[config.mk]
export PLATFORM = sky130hd
export DESIGN_NAME = seven_segment_number_formatter
export DESIGN_NICKNAME = d
export VERILOG_FILES = /design/src/ssnf_pkg.sv /design/src/ssnf_decode.sv /design/src/ssnf_bcd.sv /design/src/ssnf_format.sv /design/src/seven_segment_number_formatter.sv
export SDC_FILE = /design/constraint.sdc
export NUM_CORES = 1
export LEC_CHECK = 0
export ABC_AREA = 1
export BUFFER_PORTS_ARGS = -buffer_cell sky130_fd_sc_hd__clkbuf_2
export CAP_MARGIN = 20
export CORE_MARGIN = 2
export CORE_UTILIZATION = 47
export CTS_BUF_LIST = sky130_fd_sc_hd__clkbuf_4
export CTS_CLUSTER_DIAMETER = 150
export DETAILED_ROUTE_END_ITERATION = 16
export HOLD_SLACK_MARGIN = 0.15
export PLACE_DENSITY = 0.72
export SLEW_MARGIN = 25
export SYNTH_ARGS = -nofsm -noshare
export SYNTH_HDL_FRONTEND = slang
export SYNTH_SLANG_ARGS = --single-unit
export TNS_END_PERCENT = 30
[constraint.sdc]
create_clock -name i_clk -period 9.8 [get_ports i_clk]
set_input_delay 1.47 -clock i_clk [delete_from_list [all_inputs] [get_ports i_clk]]
set_output_delay 1.47 -clock i_clk [all_outputs]
set_load 0.05 [all_outputs]
[src/ssnf_pkg.sv]
package ssnf_pkg;

    // request codes on the mode field
    typedef enum logic [1:0] {
        REQ_DEC   = 2'd0,
        REQ_POINT = 2'd1,
        REQ_HEX   = 2'd2
    } t_req;

    // special segment patterns, gfedcba with bit 7 as the point
    localparam logic [7:0] SEG_BLANK = 8'h00;
    localparam logic [7:0] SEG_MINUS = 8'h40;
    localparam logic [7:0] SEG_POINT = 8'h80;

    // per-beat control that rides along with the data
    typedef struct packed {
        logic       hex;
        logic       point;
        logic       neg;
        logic [1:0] frac;
    } t_ctl;

    // stage 1 result: decoded control and magnitude
    typedef struct packed {
        t_ctl        ctl;
        logic [15:0] mag;
    } t_s1;

    // digit stage result: four digits, index 0 is least significant
    typedef struct packed {
        t_ctl           ctl;
        logic [3:0][3:0] dig;
        logic           lost;
    } t_digits;

    // hex digit to segment font
    function automatic logic [7:0] seg_font(input logic [3:0] d);
        logic [7:0] s;
        unique case (d)
            4'h0: s = 8'h3F;
            4'h1: s = 8'h06;
            4'h2: s = 8'h5B;
            4'h3: s = 8'h4F;
            4'h4: s = 8'h66;
            4'h5: s = 8'h6D;
            4'h6: s = 8'h7D;
            4'h7: s = 8'h07;
            4'h8: s = 8'h7F;
            4'h9: s = 8'h6F;
            4'hA: s = 8'h77;
            4'hB: s = 8'h7C;
            4'hC: s = 8'h39;
            4'hD: s = 8'h5E;
            4'hE: s = 8'h79;
            4'hF: s = 8'h71;
        endcase
        return s;
    endfunction

endpackage

[src/ssnf_decode.sv]
module ssnf_decode
    import ssnf_pkg::*;
(
    input  logic        i_clk,
    input  logic        i_rst_n,
    input  logic        i_en,
    input  logic        i_valid,
    input  logic [1:0]  i_req_type,
    input  logic [15:0] i_value_bits,
    input  logic [1:0]  i_fraction_digits,
    output logic        o_valid,
    output t_s1         o_s1
);

    logic r_valid;
    t_s1  r_s1;
    t_s1  n_s1;

    // mode decode; unused code 3 falls to hex
    always_comb begin
        n_s1           = '0;
        n_s1.ctl.frac  = i_fraction_digits;
        case (i_req_type)
            REQ_DEC: begin
                n_s1.ctl.neg = i_value_bits[15];
            end
            REQ_POINT: begin
                n_s1.ctl.neg   = i_value_bits[15];
                n_s1.ctl.point = 1'b1;
            end
            default: begin
                n_s1.ctl.hex = 1'b1;
            end
        endcase
        // two's complement magnitude; 0x8000 maps to itself
        n_s1.mag = n_s1.ctl.neg ? (16'd0 - i_value_bits) : i_value_bits;
    end

    always_ff @(posedge i_clk) begin
        if (!i_rst_n) begin
            r_valid <= 1'b0;
        end else if (i_en) begin
            r_valid <= i_valid;
        end
    end

    always_ff @(posedge i_clk) begin
        if (i_en) begin
            r_s1 <= n_s1;
        end
    end

    assign o_valid = r_valid;
    assign o_s1    = r_s1;

endmodule

[src/ssnf_bcd.sv]
module ssnf_bcd
    import ssnf_pkg::*;
(
    input  logic    i_clk,
    input  logic    i_rst_n,
    input  logic    i_en,
    input  logic    i_valid,
    input  t_s1     i_s1,
    output logic    o_valid,
    output t_digits o_dig
);

    // reciprocal constants: /100 exact below 43699, /100 on q<1000, /10 below 1024
    localparam logic [12:0] RCP100_A = 13'd5243;  // >> 19
    localparam logic [5:0]  RCP100_B = 6'd41;     // >> 12
    localparam logic [7:0]  RCP10    = 8'd205;    // >> 11
    localparam logic [6:0]  C100     = 7'd100;
    localparam logic [3:0]  C10      = 4'd10;

    logic [5:2] r_v;

    // stage 2: quotient by 100
    t_ctl        r2_ctl;
    logic [15:0] r2_mag;
    logic [9:0]  r2_q100;
    logic [28:0] p2;

    // stage 3: low pair, quotient by 10000
    t_ctl        r3_ctl;
    logic [15:0] r3_mag;
    logic [6:0]  r3_lo;
    logic [9:0]  r3_q100;
    logic [3:0]  r3_q10k;
    logic [16:0] p3a;
    logic [15:0] p3b;

    // stage 4: middle pair, tens of low pair
    t_ctl        r4_ctl;
    logic [15:0] r4_mag;
    logic [6:0]  r4_lo;
    logic [6:0]  r4_mid;
    logic [3:0]  r4_tens_lo;
    logic        r4_lost;
    logic [10:0] p4a;
    logic [14:0] p4b;

    // stage 5: ones of low pair, tens of middle pair
    t_ctl        r5_ctl;
    logic [15:0] r5_mag;
    logic [3:0]  r5_ones_lo;
    logic [3:0]  r5_tens_lo;
    logic [6:0]  r5_mid;
    logic [3:0]  r5_tens_mid;
    logic        r5_lost;
    logic [7:0]  p5a;
    logic [14:0] p5b;

    // stage 6: ones of middle pair, digit select
    t_digits     r6_dig;
    t_digits     n6_dig;
    logic        r6_valid;
    logic [7:0]  p6;

    assign p2  = 29'(i_s1.mag) * 29'(RCP100_A);
    assign p3a = 17'(r2_q100) * 17'(C100);
    assign p3b = 16'(r2_q100) * 16'(RCP100_B);
    assign p4a = 11'(r3_q10k) * 11'(C100);
    assign p4b = 15'(r3_lo) * 15'(RCP10);
    assign p5a = 8'(r4_tens_lo) * 8'(C10);
    assign p5b = 15'(r4_mid) * 15'(RCP10);
    assign p6  = 8'(r5_tens_mid) * 8'(C10);

    always_comb begin
        n6_dig.ctl  = r5_ctl;
        n6_dig.lost = !r5_ctl.hex && r5_lost;
        if (r5_ctl.hex) begin
            n6_dig.dig = r5_mag;
        end else begin
            n6_dig.dig[3] = r5_tens_mid;
            n6_dig.dig[2] = r5_mid[3:0] - p6[3:0];
            n6_dig.dig[1] = r5_tens_lo;
            n6_dig.dig[0] = r5_ones_lo;
        end
    end

    // valid bits follow the data
    always_ff @(posedge i_clk) begin
        if (!i_rst_n) begin
            r_v      <= '0;
            r6_valid <= 1'b0;
        end else if (i_en) begin
            r_v      <= {r_v[4:2], i_valid};
            r6_valid <= r_v[5];
        end
    end

    always_ff @(posedge i_clk) begin
        if (i_en) begin
            r2_ctl      <= i_s1.ctl;
            r2_mag      <= i_s1.mag;
            r2_q100     <= p2[28:19];

            r3_ctl      <= r2_ctl;
            r3_mag      <= r2_mag;
            r3_lo       <= r2_mag[6:0] - p3a[6:0];
            r3_q100     <= r2_q100;
            r3_q10k     <= p3b[15:12];

            r4_ctl      <= r3_ctl;
            r4_mag      <= r3_mag;
            r4_lo       <= r3_lo;
            r4_mid      <= r3_q100[6:0] - p4a[6:0];
            r4_tens_lo  <= p4b[14:11];
            r4_lost     <= (r3_q10k != 4'd0);

            r5_ctl      <= r4_ctl;
            r5_mag      <= r4_mag;
            r5_ones_lo  <= r4_lo[3:0] - p5a[3:0];
            r5_tens_lo  <= r4_tens_lo;
            r5_mid      <= r4_mid;
            r5_tens_mid <= p5b[14:11];
            r5_lost     <= r4_lost;

            r6_dig      <= n6_dig;
        end
    end

    assign o_valid = r6_valid;
    assign o_dig   = r6_dig;

endmodule

[src/ssnf_format.sv]
module ssnf_format
    import ssnf_pkg::*;
(
    input  logic       i_clk,
    input  logic       i_rst_n,
    input  logic       i_en,
    input  logic       i_valid,
    input  t_digits    i_dig,
    output logic       o_valid,
    output logic [7:0] o_digit_0,
    output logic [7:0] o_digit_1,
    output logic [7:0] o_digit_2,
    output logic [7:0] o_digit_3,
    output logic       o_truncated
);

    logic            r_valid;
    logic [3:0][7:0] r_seg;
    logic            r_trunc;
    logic [3:0][7:0] n_seg;
    logic            n_trunc;
    logic [2:0]      ndig;
    logic [2:0]      cnt;
    logic [2:0]      pad;

    // significant digit count, padding and sign placement
    always_comb begin
        priority if (i_dig.dig[3] != 4'd0) ndig = 3'd4;
        else if (i_dig.dig[2] != 4'd0)     ndig = 3'd3;
        else if (i_dig.dig[1] != 4'd0)     ndig = 3'd2;
        else if (i_dig.dig[0] != 4'd0)     ndig = 3'd1;
        else                               ndig = 3'd0;

        pad = 3'(i_dig.ctl.frac) + 3'd1;
        cnt = i_dig.lost ? 3'd4 : ndig;
        if (i_dig.ctl.point && (pad > cnt)) begin
            cnt = pad;
        end

        for (int k = 0; k < 4; k++) begin
            if (3'(k) < cnt) begin
                n_seg[k] = seg_font(i_dig.dig[k]);
            end else if (i_dig.ctl.neg && (3'(k) == cnt)) begin
                n_seg[k] = SEG_MINUS;
            end else begin
                n_seg[k] = SEG_BLANK;
            end
            if (i_dig.ctl.point && (2'(k) == i_dig.ctl.frac)) begin
                n_seg[k] = n_seg[k] | SEG_POINT;
            end
        end

        n_trunc = i_dig.lost || (i_dig.ctl.neg && (cnt == 3'd4));
    end

    always_ff @(posedge i_clk) begin
        if (!i_rst_n) begin
            r_valid <= 1'b0;
        end else if (i_en) begin
            r_valid <= i_valid;
        end
    end

    always_ff @(posedge i_clk) begin
        if (i_en) begin
            r_seg   <= n_seg;
            r_trunc <= n_trunc;
        end
    end

    assign o_valid     = r_valid;
    assign o_digit_0   = r_seg[3];
    assign o_digit_1   = r_seg[2];
    assign o_digit_2   = r_seg[1];
    assign o_digit_3   = r_seg[0];
    assign o_truncated = r_trunc;

endmodule

[src/seven_segment_number_formatter.sv]
// Four-digit seven-segment formatter.
// Input channel: i_valid / o_stall carry one beat of mode, 16-bit value and
// fraction digit count; a beat is taken on a clock edge with i_valid high and
// o_stall low. Output channel: o_valid / i_stall carry four segment bytes
// (o_digit_0 leftmost) and the truncated flag.
// Throughput: one beat per cycle while the output is not stalled. Stages
// from input beat to o_valid: decode/negate, divide by 100, split low pair
// and divide by 10000, split middle pair, two stages of tens/ones split,
// then the formatting stage that drives the output registers.
// Decimal digits use constant reciprocal multiplies, at most one per stage.
// When the receiver holds i_stall while o_valid is high, the whole pipeline
// freezes and o_stall is raised; nothing is dropped or repeated, and bubbles
// in the pipeline are not squeezed out.
// Reset (synchronous, active low) clears all valid bits; data registers are
// not reset.
module seven_segment_number_formatter
    import ssnf_pkg::*;
(
    input  logic        i_clk,
    input  logic        i_rst_n,
    input  logic        i_valid,
    output logic        o_stall,
    input  logic [1:0]  i_req_type,
    input  logic [15:0] i_value_bits,
    input  logic [1:0]  i_fraction_digits,
    output logic        o_valid,
    input  logic        i_stall,
    output logic [7:0]  o_digit_0,
    output logic [7:0]  o_digit_1,
    output logic [7:0]  o_digit_2,
    output logic [7:0]  o_digit_3,
    output logic        o_truncated
);

    logic    en;
    logic    s1_valid;
    t_s1     s1;
    logic    dig_valid;
    t_digits dig;

    // global advance: hold everything while the output beat is stalled
    assign en      = !(o_valid && i_stall);
    assign o_stall = o_valid && i_stall;

    ssnf_decode u_decode (
        .i_clk             (i_clk),
        .i_rst_n           (i_rst_n),
        .i_en              (en),
        .i_valid           (i_valid),
        .i_req_type        (i_req_type),
        .i_value_bits      (i_value_bits),
        .i_fraction_digits (i_fraction_digits),
        .o_valid           (s1_valid),
        .o_s1              (s1)
    );

    ssnf_bcd u_bcd (
        .i_clk   (i_clk),
        .i_rst_n (i_rst_n),
        .i_en    (en),
        .i_valid (s1_valid),
        .i_s1    (s1),
        .o_valid (dig_valid),
        .o_dig   (dig)
    );

    ssnf_format u_format (
        .i_clk       (i_clk),
        .i_rst_n     (i_rst_n),
        .i_en        (en),
        .i_valid     (dig_valid),
        .i_dig       (dig),
        .o_valid     (o_valid),
        .o_digit_0   (o_digit_0),
        .o_digit_1   (o_digit_1),
        .o_digit_2   (o_digit_2),
        .o_digit_3   (o_digit_3),
        .o_truncated (o_truncated)
    );

    // truncation means all four positions hold digits
    a_trunc_full: assert property (@(posedge i_clk) disable iff (!i_rst_n)
        (o_valid && o_truncated) |-> (o_digit_0 != SEG_BLANK && o_digit_0 != SEG_MINUS))
        else $error("truncated beat with a free leftmost position");

    // a minus sign never lands in the rightmost position
    a_no_minus_right: assert property (@(posedge i_clk) disable iff (!i_rst_n)
        o_valid |-> ((o_digit_3 & ~SEG_POINT) != SEG_MINUS))
        else $error("minus sign in rightmost position");

    // input back-pressure only comes from a held output beat
    a_stall_src: assert property (@(posedge i_clk) disable iff (!i_rst_n)
        o_stall |-> (o_valid && i_stall))
        else $error("input stalled without output back-pressure");

endmodule

# ---- After elaboration in Yosys (flattened, before gate mapping)
# Memory sizes are Yosys's and may differ from the RTL's. A register that Yosys moved wholly into a read port is not among the register bits.
# Index checks and enable logic that the tools add are counted.
# Widths: inputs -> output; s select.
dict set report op_classes {
  n_addsub 6
  mul 8
  order_cmp 5
  n_eq_ne 8
  mux 23
  reduce_logical 23
}
# operator n
set op_table {}
lappend op_table {{$mux 16} 2}
lappend op_table {{$mux 8} 4}
lappend op_table {{$mul 7x8->15 const B} 2}
lappend op_table {{$mul 16x13->29 const B} 1}
lappend op_table {{$mux 7} 4}
lappend op_table {{$reduce_bool 4->1} 5}
lappend op_table {{$mul 10x6->16 const B} 1}
lappend op_table {{$mux 4} 4}
lappend op_table {{$sub 1x16->16 const A} 1}
lappend op_table {{$mux 3} 5}
lappend op_table {{$sub 7x7->7} 2}
lappend op_table {{$logic_and 1x1->1} 12}
lappend op_table {{$mul 10x5->5 const B} 1}
lappend op_table {{$mul 4x3->3 const B} 2}
lappend op_table {{$sub 4x4->4} 2}
lappend op_table {{$eq 2x3->1 const A} 2}
lappend op_table {{$lt 1x3->1 const A} 2}
lappend op_table {{$lt 2x3->1 const A} 2}
lappend op_table {{$mul 4x5->5 const B} 1}
lappend op_table {{$eq 2x2->1 const A} 2}
lappend op_table {{$logic_not 2->1} 2}
lappend op_table {{$mux 1} 4}
lappend op_table {{$add 2x1->3 const B} 1}
lappend op_table {{$eq 1x3->1 const A} 1}
lappend op_table {{other kinds (8)} 8}
dict set report word_totals {
  register_bits 227
  rom_bits 448
  input_bits 24
  elab_cells 136
  mem_count 4
}
# memory depth word_bits read_ports rd_ports_with_merged_regs write_ports line_no
set mem_list {}
lappend mem_list {{(name not given)} 16 7 1 1 0 ssnf_pkg.sv:39} ;# unique case (d)
lappend mem_list {{(name not given)} 16 7 1 1 0 ssnf_pkg.sv:39}
lappend mem_list {{(name not given)} 16 7 1 1 0 ssnf_pkg.sv:39}
lappend mem_list {{(name not given)} 16 7 1 1 0 ssnf_pkg.sv:39}

# ---- Depth between registers and ports, before layout
dict set report depth {
  word_depth 13
  mapped_depth 20
  ltp_nobuf 20
}

# ---- Cells and area by module
# From an unflattened synthesis, not the netlist that was laid out.
dict set report hier_totals {
  cells_unflattened 1568
  hier_area_um2 16450.8
}
# module n_inst cells_per_inst area_per_inst_um2 seq_area_each_um2
set modules_own_cells {}
lappend modules_own_cells {ssnf_bcd 1 1171 12784.8 4964.8}
lappend modules_own_cells {ssnf_format 1 274 2503.7 1011.0}
lappend modules_own_cells {ssnf_decode 1 121 1152.4 650.6}
lappend modules_own_cells {seven_segment_number_formatter 1 2 10.0 0.0}

# ---- Worst setup path before layout
# No wires, ideal clock.
dict set report synth_path {
  kind {in2reg}
  startpoint {input i_stall}
  endpoint {register (tool-made name)}
  setup_time_ps 117
  t_arrival_ps 5441
  required_ps 9683
  setup_slack_ps 4242
  cell_stages 11
  path_cell_list {nand2_2 > buf_2 > or2_2 > o21ai_0 > inv_1 > ha_1 > inv_1 > nor2_1 > nor2_1 > nand3_1 > nand2_1}
}
# item line_no
set synth_lines {}
lappend synth_lines {{start, declared} seven_segment_number_formatter.sv:27} ;# input logic i_stall,

# ---- Worst setup path in the final report
dict set report layout_path {
  startpoint {register u_decode.r_s1 (netlist bit u_decode.o_s1[15])}
  endpoint {register u_bcd.r2_q100[3], data pin}
}
dict set report layout_via {
  elab_chain_cells 1
}
# item line_no
set layout_lines {}
lappend layout_lines {{start, declared} ssnf_decode.sv:16} ;# t_s1 r_s1;
lappend layout_lines {{start signal, assigned} ssnf_decode.sv:49} ;# r_s1 <= n_s1;
lappend layout_lines {{$mul 16x13->29} ssnf_bcd.sv:64} ;# assign p2 = 29'(i_s1.mag) * 29'(RCP100_A);
lappend layout_lines {{named net u_bcd.p2[22]} ssnf_bcd.sv:26} ;# logic [28:0] p2;
lappend layout_lines {{end signal, assigned} ssnf_bcd.sv:101} ;# r2_q100 <= p2[28:19];
lappend layout_lines {{end, declared} ssnf_bcd.sv:25} ;# logic [9:0] r2_q100;
# The timed path passes the listed nets, and every way through them passes these cells.
# A chain may end at the register's enable or synchronous reset.

==> impl_metrics.env <==
export IMPL_synth_cells=1655
export IMPL_synthesis_nets=2032
export IMPL_critPathMaxStageDelay_ps=660
export IMPL_fin_crit_ps=4610
export IMPL_finalWirelength_um=31000
export IMPL_die_y_um=194
export IMPL_tritoncts="yes"
export IMPL_post_cts_buffers=0
export IMPL_max_slew_worst_pin_slew_ps=989
export IMPL_ys_seq_elements=250
export IMPL_synth_edf_count=215
export IMPL_antenna_found_initial=1
export IMPL_rows=69
export IMPL_final_cell_mix="310 x nand2_1, 300 x inv_1, 254 x ha_1, 215 x edfxtp_1, 120 x nor2_1"
export IMPL_synthDistinctLibCells=44
export IMPL_crit_family="adder cells"
export IMPL_finalSetupViolCount=0
export IMPL_grt_setup_unrepaired="false"
export IMPL_hpwlAfterDp_um=24800
export IMPL_grt_pass1_wl_um=53200
export IMPL_reg2reg_depth=15
export IMPL_num_io_pins=59
export IMPL_top_layer="met4"
export IMPL_cts_resized=0
export IMPL_m1WireLength_um=13600
export IMPL_cts_inserted_buffers=61
export IMPL_dpl_cell_area_mm2=0.0179
export IMPL_hold_start="u_bcd.r4_mag[2]"
export IMPL_critical_path_startpoint="u_decode.o_s1[15]"
export IMPL_grt_start_max_net_pins=86
export IMPL_grt_use_total_pct=17.1
export IMPL_synthToLayoutAreaGrowth_pct=9.42
export IMPL_hp_class="reg -> reg"
export IMPL_worst_setup_hold_path_clk_slew_ps=80
export IMPL_syn_area_per_cell_um2=10.3
export IMPL_core_area_mm2=0.0357
export IMPL_dieArea_mm2=0.0378
export IMPL_max_freq_ghz=0.217
export IMPL_drt_iter0_drc=469
export IMPL_die_width_um=194
export IMPL_hold_viol=0
export IMPL_cp_required_ps=10260
export IMPL_viasPerCell=4.94
export IMPL_critPathCapture="u_bcd.r2_q100[3]"
export IMPL_synth_area_leader_cell="edfxtp_1"
export IMPL_fin_crit_sh_pct=47.0
export IMPL_clockBufferDepth=3
export IMPL_critPathMostFrequentCell="fa_1"
export IMPL_grt_pass1_vias=11458
export IMPL_tns_ps=0
export IMPL_layout_commonest_cell="nand2_1"
export IMPL_wl_met3_um=1230
export IMPL_dr_wl_met2_um=15400
export IMPL_worst_setup_path_start_kind="flop"
export IMPL_ys_top_cells_by_area="edfxtp_1 38%, ha_1 19%, fa_1 12%"
export IMPL_yosysSeqAreaShare_pct=42.0
export IMPL_status="finished clean"
export IMPL_timing_critical_path_slowest_stage_cell="edfxtp_1"
export IMPL_worstPathArrival_ps=5070
export IMPL_worst_path_stages=15
export IMPL_htreeDepth=2
export IMPL_cts_root_buffer_cell="clkbuf_4"
export IMPL_cp_end_kind="flop"
export IMPL_slew_headroom_pct=34.1
export IMPL_start_util_pct=47.8
export IMPL_finalNetCount=2145
export IMPL_critPathKind="reg -> reg"
export IMPL_path_max_fanout=9
export IMPL_cts_hold_buf=0
export IMPL_async_reset_ff_share_pct=0
export IMPL_drcViolationCount=0
export IMPL_yosysWarnings=0
export IMPL_maxSlewViolCount=0
export IMPL_io_buffers=58
export IMPL_ys_flop_type="edfxtp_1"
export IMPL_final_cell_area_mm2=0.0187
export IMPL_clkSinkCount=250
export IMPL_drive_gt1_share_pct=10.3
export IMPL_clk_latency_ps=720
export IMPL_r2r_start="u_decode.o_s1[15]"
export IMPL_fin_skew_ps=26.7
export IMPL_cp_num_buf_inv=2
export IMPL_grt_remaining_overflow=0
export IMPL_vias=11254
export IMPL_max_cap_violations=0
export IMPL_final_antenna_net_count=0
export IMPL_gp_congestion=0.904
export IMPL_path_cells="fa_1 -> ha_1 -> inv_1 -> fa_1 -> fa_1 -> fa_1 -> inv_1 -> ha_1 -> nand2_1 -> nor3_1 -> nand4_1 -> nor2_1 -> nand2_1 -> nand3_1 -> nand2_1"
export IMPL_r2r_setup_slack_ps=5190
export IMPL_first_pass_iters=5
export IMPL_syn_area_mm2=0.0171
export IMPL_wl_per_cell_um=13.6
export IMPL_synth_top_area_share_pct=37.9
export IMPL_r2r_end="u_bcd.r2_q100[3]"
-- metal layers --
metal | track usage, % | vias to the layer above
met5 | 0 | -
met2 | 30.1 | 198
li1 | - | 5704
met3 | 2.95 | 53
met1 | 21.3 | 5299
met4 | 6.21 | 0
-- cells by family after synthesis --
family	synth area share [%]
compound gates	5.42
buf+inv	7.17
fa+ha+maj	30.3
simple gates	13.2
flops	42.0
xor+xnor	1.95
-- worst min path at each step --
stage                             endpoint  slack (ps)  cells past startpoint
after floorplan           u_bcd.n6_dig[17]         400                      0
after global placement     u_bcd.r4_mag[4]         400                      0
after detailed placement  u_bcd.n6_dig[17]         400                      0
after CTS                  u_bcd.r5_mag[2]         410                      0
after global routing       u_bcd.r4_mag[7]         410                      0
final                      u_bcd.r5_mag[2]         410                      0
-- cell type report --
cell class	count	area, um2
Antenna cell	1	2.50
Clock buffer	91	683
Clock inverter	20	87.6
Fill cell	3123	17000
Inverter	306	1150
Multi-Input combinational cell	1089	8690
Sequential cell	250	7160
Tap cell	461	577
Timing Repair Buffer	60	309
-- synthesized netlist by cell type (2+ instances only) --
| cell type | number |
|---|---|
| o31ai_1 | 2 |
| buf_6 | 3 |
| o21ai_1 | 12 |
| nand3b_1 | 4 |
| nand2_4 | 2 |
| o21bai_1 | 8 |
| o21a_1 | 4 |
| a21oi_1 | 47 |
| o21ai_2 | 6 |
| inv_4 | 2 |
| nor2_4 | 2 |
| edfxtp_1 | 215 |
| nor3_1 | 11 |
| o21ai_0 | 48 |
| dfxtp_1 | 35 |
| o2111ai_1 | 2 |
| nand3_1 | 55 |
| nand4_1 | 18 |
| buf_2 | 4 |
| and2_1 | 3 |
| a21o_1 | 7 |
| o22ai_1 | 4 |
| o211ai_1 | 7 |
| a211oi_1 | 3 |
| fa_1 | 99 |
| nand2_1 | 310 |
| xor2_1 | 18 |
| or2_2 | 6 |
| inv_1 | 300 |
| ha_1 | 254 |
| a21boi_0 | 3 |
| nor2_1 | 121 |
| inv_2 | 4 |
| nand2_2 | 6 |
| xnor2_1 | 20 |
| clkbuf_1 | 2 |
-- per-stage QoR --
stage | setup WS (ps) | cells | hold WS (ps) | util, %
2_1_floorplan | 4240 | 1655 | 400 | -
3_3_place_gp | 5250 | 2166 | 400 | 50.2
3_5_place_dp | 5190 | 2166 | 405 | 50.2
4_1_cts | 5170 | 2277 | 414 | 52.3
5_1_grt | 4820 | 2278 | 415 | 52.3
6_report | 5190 | 2278 | 410 | 52.3
Power is left out: the tool's default activity adds up to more than one toggle a clock period on the data nets, which glitch-free logic cannot reach.
